==> src/hdl/assert_macros.svh <==
// ----------------------------------------------------------------------------
// assert_macros.svh
// Assertion shorthands shared by the RTL; every check runs on the rising
// edge of clock and is off while reset is high.
// ----------------------------------------------------------------------------
`ifndef ASSERT_MACROS_SVH
`define ASSERT_MACROS_SVH

// condition that must hold at every edge
`define DSC_ASSERT_ALWAYS(name, cond) \
   name: assert property (@(posedge clock) disable iff (reset) (cond)) \
      else $error("invariant violated");

// consequent checked in the same cycle as the antecedent
`define DSC_ASSERT_IMPL(name, ante, cons) \
   name: assert property (@(posedge clock) disable iff (reset) (ante) |-> (cons)) \
      else $error("implication violated");

// consequent checked in the cycle after the antecedent
`define DSC_ASSERT_NEXT(name, ante, cons) \
   name: assert property (@(posedge clock) disable iff (reset) (ante) |=> (cons)) \
      else $error("next-cycle implication violated");

`endif

==> src/hdl/dsc_pkg.sv <==
`timescale 1ns / 1ps
// ----------------------------------------------------------------------------
// dsc_pkg
// Shared types and constants of the dual stack block.
// ----------------------------------------------------------------------------
package dsc_pkg;

   // default stack capacity in words
   localparam int DEPTH_DEFAULT = 128;

   // fixed field widths
   localparam int DATA_W    = 32;
   localparam int KIND_W    = 2;
   localparam int ERR_W     = 2;
   localparam int DEPTH_O_W = 8;

   // operation codes
   typedef enum logic [KIND_W-1:0] {
      KIND_PUSH   = 2'd0,
      KIND_POP    = 2'd1,
      KIND_PEEK   = 2'd2,
      KIND_CONCAT = 2'd3
   } kind_type;

   // result codes
   typedef enum logic [ERR_W-1:0] {
      ERR_OK    = 2'd0,
      ERR_FULL  = 2'd1,
      ERR_EMPTY = 2'd2
   } err_type;

   // shared adder operation
   typedef enum logic {
      ALU_ADD = 1'b0,
      ALU_SUB = 1'b1
   } alu_op_type;

   // sequencer states
   typedef enum logic [2:0] {
      ST_IDLE   = 3'd0,
      ST_EXEC   = 3'd1,
      ST_READ   = 3'd2,
      ST_COPY   = 3'd3,
      ST_FINISH = 3'd4,
      ST_RESP   = 3'd5
   } state_type;

endpackage

==> src/hdl/dsc_alu.sv <==
`timescale 1ns / 1ps
// ----------------------------------------------------------------------------
// dsc_alu
// Shared add/subtract unit for stack counts and RAM addresses.
// ----------------------------------------------------------------------------
module dsc_alu #(
   parameter int W = 8
) (
   input  logic [W-1:0]        a,
   input  logic [W-1:0]        b,
   input  dsc_pkg::alu_op_type op,
   output logic [W:0]          y
);
   import dsc_pkg::*;

   // one extra bit keeps the carry for overflow compares
   always_comb begin
      unique case (op)
         ALU_ADD: y = {1'b0, a} + {1'b0, b};
         ALU_SUB: y = {1'b0, a} - {1'b0, b};
         default: y = '0;
      endcase
   end

endmodule

==> config.mk <==
export PLATFORM = sky130hd
export DESIGN_NAME = dsc_alu
export DESIGN_NICKNAME = d
export VERILOG_FILES = /design/src/hdl/assert_macros.svh /design/src/hdl/dsc_pkg.sv /design/src/hdl/dsc_alu.sv
export SDC_FILE = /design/constraint.sdc
export NUM_CORES = 1
export LEC_CHECK = 0
export ABC_AREA = 1
export BUFFER_PORTS_ARGS = -buffer_cell sky130_fd_sc_hd__buf_2
export CAP_MARGIN = 20
export CORE_AREA = 4 4 43 45
export DETAILED_ROUTE_END_ITERATION = 10
export DIE_AREA = 0 0 47 49
export PLACE_DENSITY = 0.8
export SYNTH_ARGS = -nofsm -noshare
export SYNTH_HDL_FRONTEND = slang
export SYNTH_SLANG_ARGS = --single-unit
==> constraint.sdc <==
create_clock -name vclk -period 4.3
set_input_delay 1.075 -clock vclk [all_inputs]
set_output_delay 1.075 -clock vclk [all_outputs]
set_load 0.03 [all_outputs]
==> run_results.csv <==
group,metric,value,unit
status,status,"finished, final reports clean",
logic_synthesis,ys_seq_area_frac,0,
power,p_total,0.0001693,W
finish,register_area,0,um^2
finish,final_common_cell,"nand2_1",
logic_synthesis,yosys.area.top_type,"nand2_1",
worst_hold_path,min_to,"y[0]",
clocking,cts-resized-gates,0,
global_routing,grt_max_degree,8,
worst_setup_path,crit_path_max_fanout,3,
logic_synthesis,synth.top_cell.area_share,0.2417,
timing,fin_setup_tns,0,ns
worst_setup_path,crit_chain,"buf_2 -> inv_1 -> ha_1 -> inv_1 -> o21ai_0 -> inv_1 -> ha_1 -> inv_1 -> o21ai_1 -> nand3_1 -> nand2_1 -> nand2_1 -> nand2_1 -> buf_2",
worst_setup_path,cp_data_required_time,3.22,ns
worst_hold_path,holdCritStartpoint,"b[0]",
timing,worst_pin_slew,0.3211,ns
power,p_seq_frac,0,
timing,fmax,255.6,MHz
route,vias,744,
route,firstDrtPassIters,4,
timing,slew-limit-headroom,0.7837,
run,cap_violations,0,
floorplan,core_area,1471,um^2
placement,dp_hpwl,1302,um
finish,clkbuf_count,0,
power,internal_power,0.00005978,W
worst_setup_path,criticalPathCategory,"in -> out",
worst_setup_path,end_kind,"output pin",
worst_setup_path,worst_path_most_repeated_cell,"inv_1",
power,irDropWorstVdd,0.1067,mV
finish,fill_cells,164,
timing,whs,2.537,ns
worst_setup_path,cp-start-kind,"primary input",
finish,diodes,0,
route,route.detailed.wl_per_inst,8.497,um
route,drt_iter0_markers,1,
finish,layout.nets,176,
global_routing,grt_pass1_wl,2484,um
worst_setup_path,cp_slowest_stage_delay,0.28,ns
floorplan,die_height,49,um
floorplan,dieWidth,47,um
floorplan,die-area,2303,um^2
timing,report.final.slew_viol_count,0,
timing,hold_viol_final,0,
route,detail_route.wirelength,1385,um
finish,multiInputGateArea,524.3,um^2
logic_synthesis,synth_warnings,0,
global_routing,antenna_found_initial,0,
power,power_density,215.1,nW/um^2
power,power_switching,0.0001095,W
logic_synthesis,synthCells,121,
timing,grt_setup_unrepaired,"false",
clocking,postCtsHoldBufs,0,
logic_synthesis,synth_cell_type_count,18,
floorplan,initial_core_util,0.4328,
route,drt-vias-per-instance,4.564,
logic_synthesis,synthTopCellsByArea,"nand2_1 (24%), ha_1 (18%), inv_1 (17%), xnor2_1 (8.3%), nand3_1 (7.1%)",
logic_synthesis,synth_nets,148,
power,power_frac_clock,0,
timing,fin_crit,3.912,ns
finish,post-route-util,0.5349,
timing,setup_viol,0,
finish,layout_common_cells,"nand2_1 (41), inv_1 (29), buf_2 (26)",
global_routing,grt_pass1_vias,650,
clocking,cts_setup_buffers,0,
placement,place.gp.congestion,0.8153,
worst_setup_path,arrival,2.84,ns
logic_synthesis,synthesis.area,636.9,um^2
worst_hold_path,hold_path.class,"in -> out",
logic_synthesis,synth_area_per_cell,5.263,um^2
global_routing,grt-ovfl-total,0,
finish,area_growth,23.58,%
worst_hold_path,min_path_cells,4,
placement,port_buffers,26,
finish,design.seq.count,0,
floorplan,rows,14,
worst_setup_path,slowest_stage,"ha_1",
power,p_comb_frac,1.000,
floorplan,io_pins,26,
route,drcViolationCount,0,
global_routing,grt_usage,0.1292,
route,postRouteAntennaNets,0,
power,p_leak,0.5314,nW
finish,drive_above_1_share,0.2109,
power,sw_frac_of_total,0.6469,
finish,fin_area,787.0,um^2
placement,place_area,787.0,um^2
timing,period_share,0.9098,
## power groups by stage
| stage | logic (W) | clock network (W) | registers, W |
|---|---|---|---|
| 2_1_floorplan | 0.000126 | 0 | 0 |
| 3_3_place_gp | 0.000167 | 0 | 0 |
| 3_5_place_dp | 0.000171 | 0 | 0 |
| 4_1_cts | 0.000171 | 0 | 0 |
| 5_1_grt | 0.000190 | 0 | 0 |
| 6_report | 0.000169 | 0 | 0 |
## area by class of cell
type,instances,share of cell area
multi-input combinational,91,0.6661
timing repair buffer,26,0.1653
inverter,30,0.1431
tap,16,0.02544
## through the flow
| step | instances | setup slack [ns] |
|---|---|---|
| 2_1_floorplan | 121 | 0.4280 |
| 3_5_place_dp | 163 | 0.3654 |
| 6_report | 163 | 0.3877 |
| 5_1_grt | 163 | 0.1528 |
| 3_3_place_gp | 163 | 0.4210 |
| 4_1_cts | 163 | 0.3655 |
## kinds of logic after synthesis
logic type | count (synthesis) | share of synthesized area
buffers and inverters | 30 | 0.1768
AOI/OAI and AO/OA | 7 | 0.06680
muxes | 1 | 0.01572
and+or+nand+nor | 67 | 0.4499
adders and majority gates | 10 | 0.2083
xor gates and xnor gates | 6 | 0.08251
## critical path: cells and delay by family
kind                     cells  cell delay [ns]
adder cells (fa/ha/maj)      2             0.54
buffers and inverters        6             0.47
AO/OA/AOI/OAI                2             0.45
AND/OR/NAND/NOR              4             0.29
## Yosys cell counts
library cell	n
nand2_1	41
inv_1	29
nor2_1	10
ha_1	9
nand3_1	9
xnor2_1	6
a21oi_1	2
nand3b_1	2
o21ai_1	2
o21ai_2	2
or2_1	2
fa_1	1
inv_2	1
mux2i_1	1
nand2_2	1
nand3_2	1
nand4_1	1
o21ai_0	1
## metal layers
layer  GRT usage  share of wire  vias up
li1            -              -      420
met1      0.1656           0.43      308
met2      0.2421           0.50       16
met3    0.003690          0.067        0
met4           0              0        0
met5           0              0        -
## worst max-delay path by stage
stage / startpoint / end / slack [ns] / cells past startpoint
5_1_grt: b[0] / y[7] / 0.15 / 14
6_report: b[0] / y[7] / 0.39 / 14
4_1_cts: b[0] / y[5] / 0.37 / 14
2_1_floorplan: b[0] / y[3] / 0.43 / 10
3_5_place_dp: b[0] / y[5] / 0.37 / 14
3_3_place_gp: b[0] / y[5] / 0.42 / 14
Note: power is estimated with default switching activity, not from simulation.
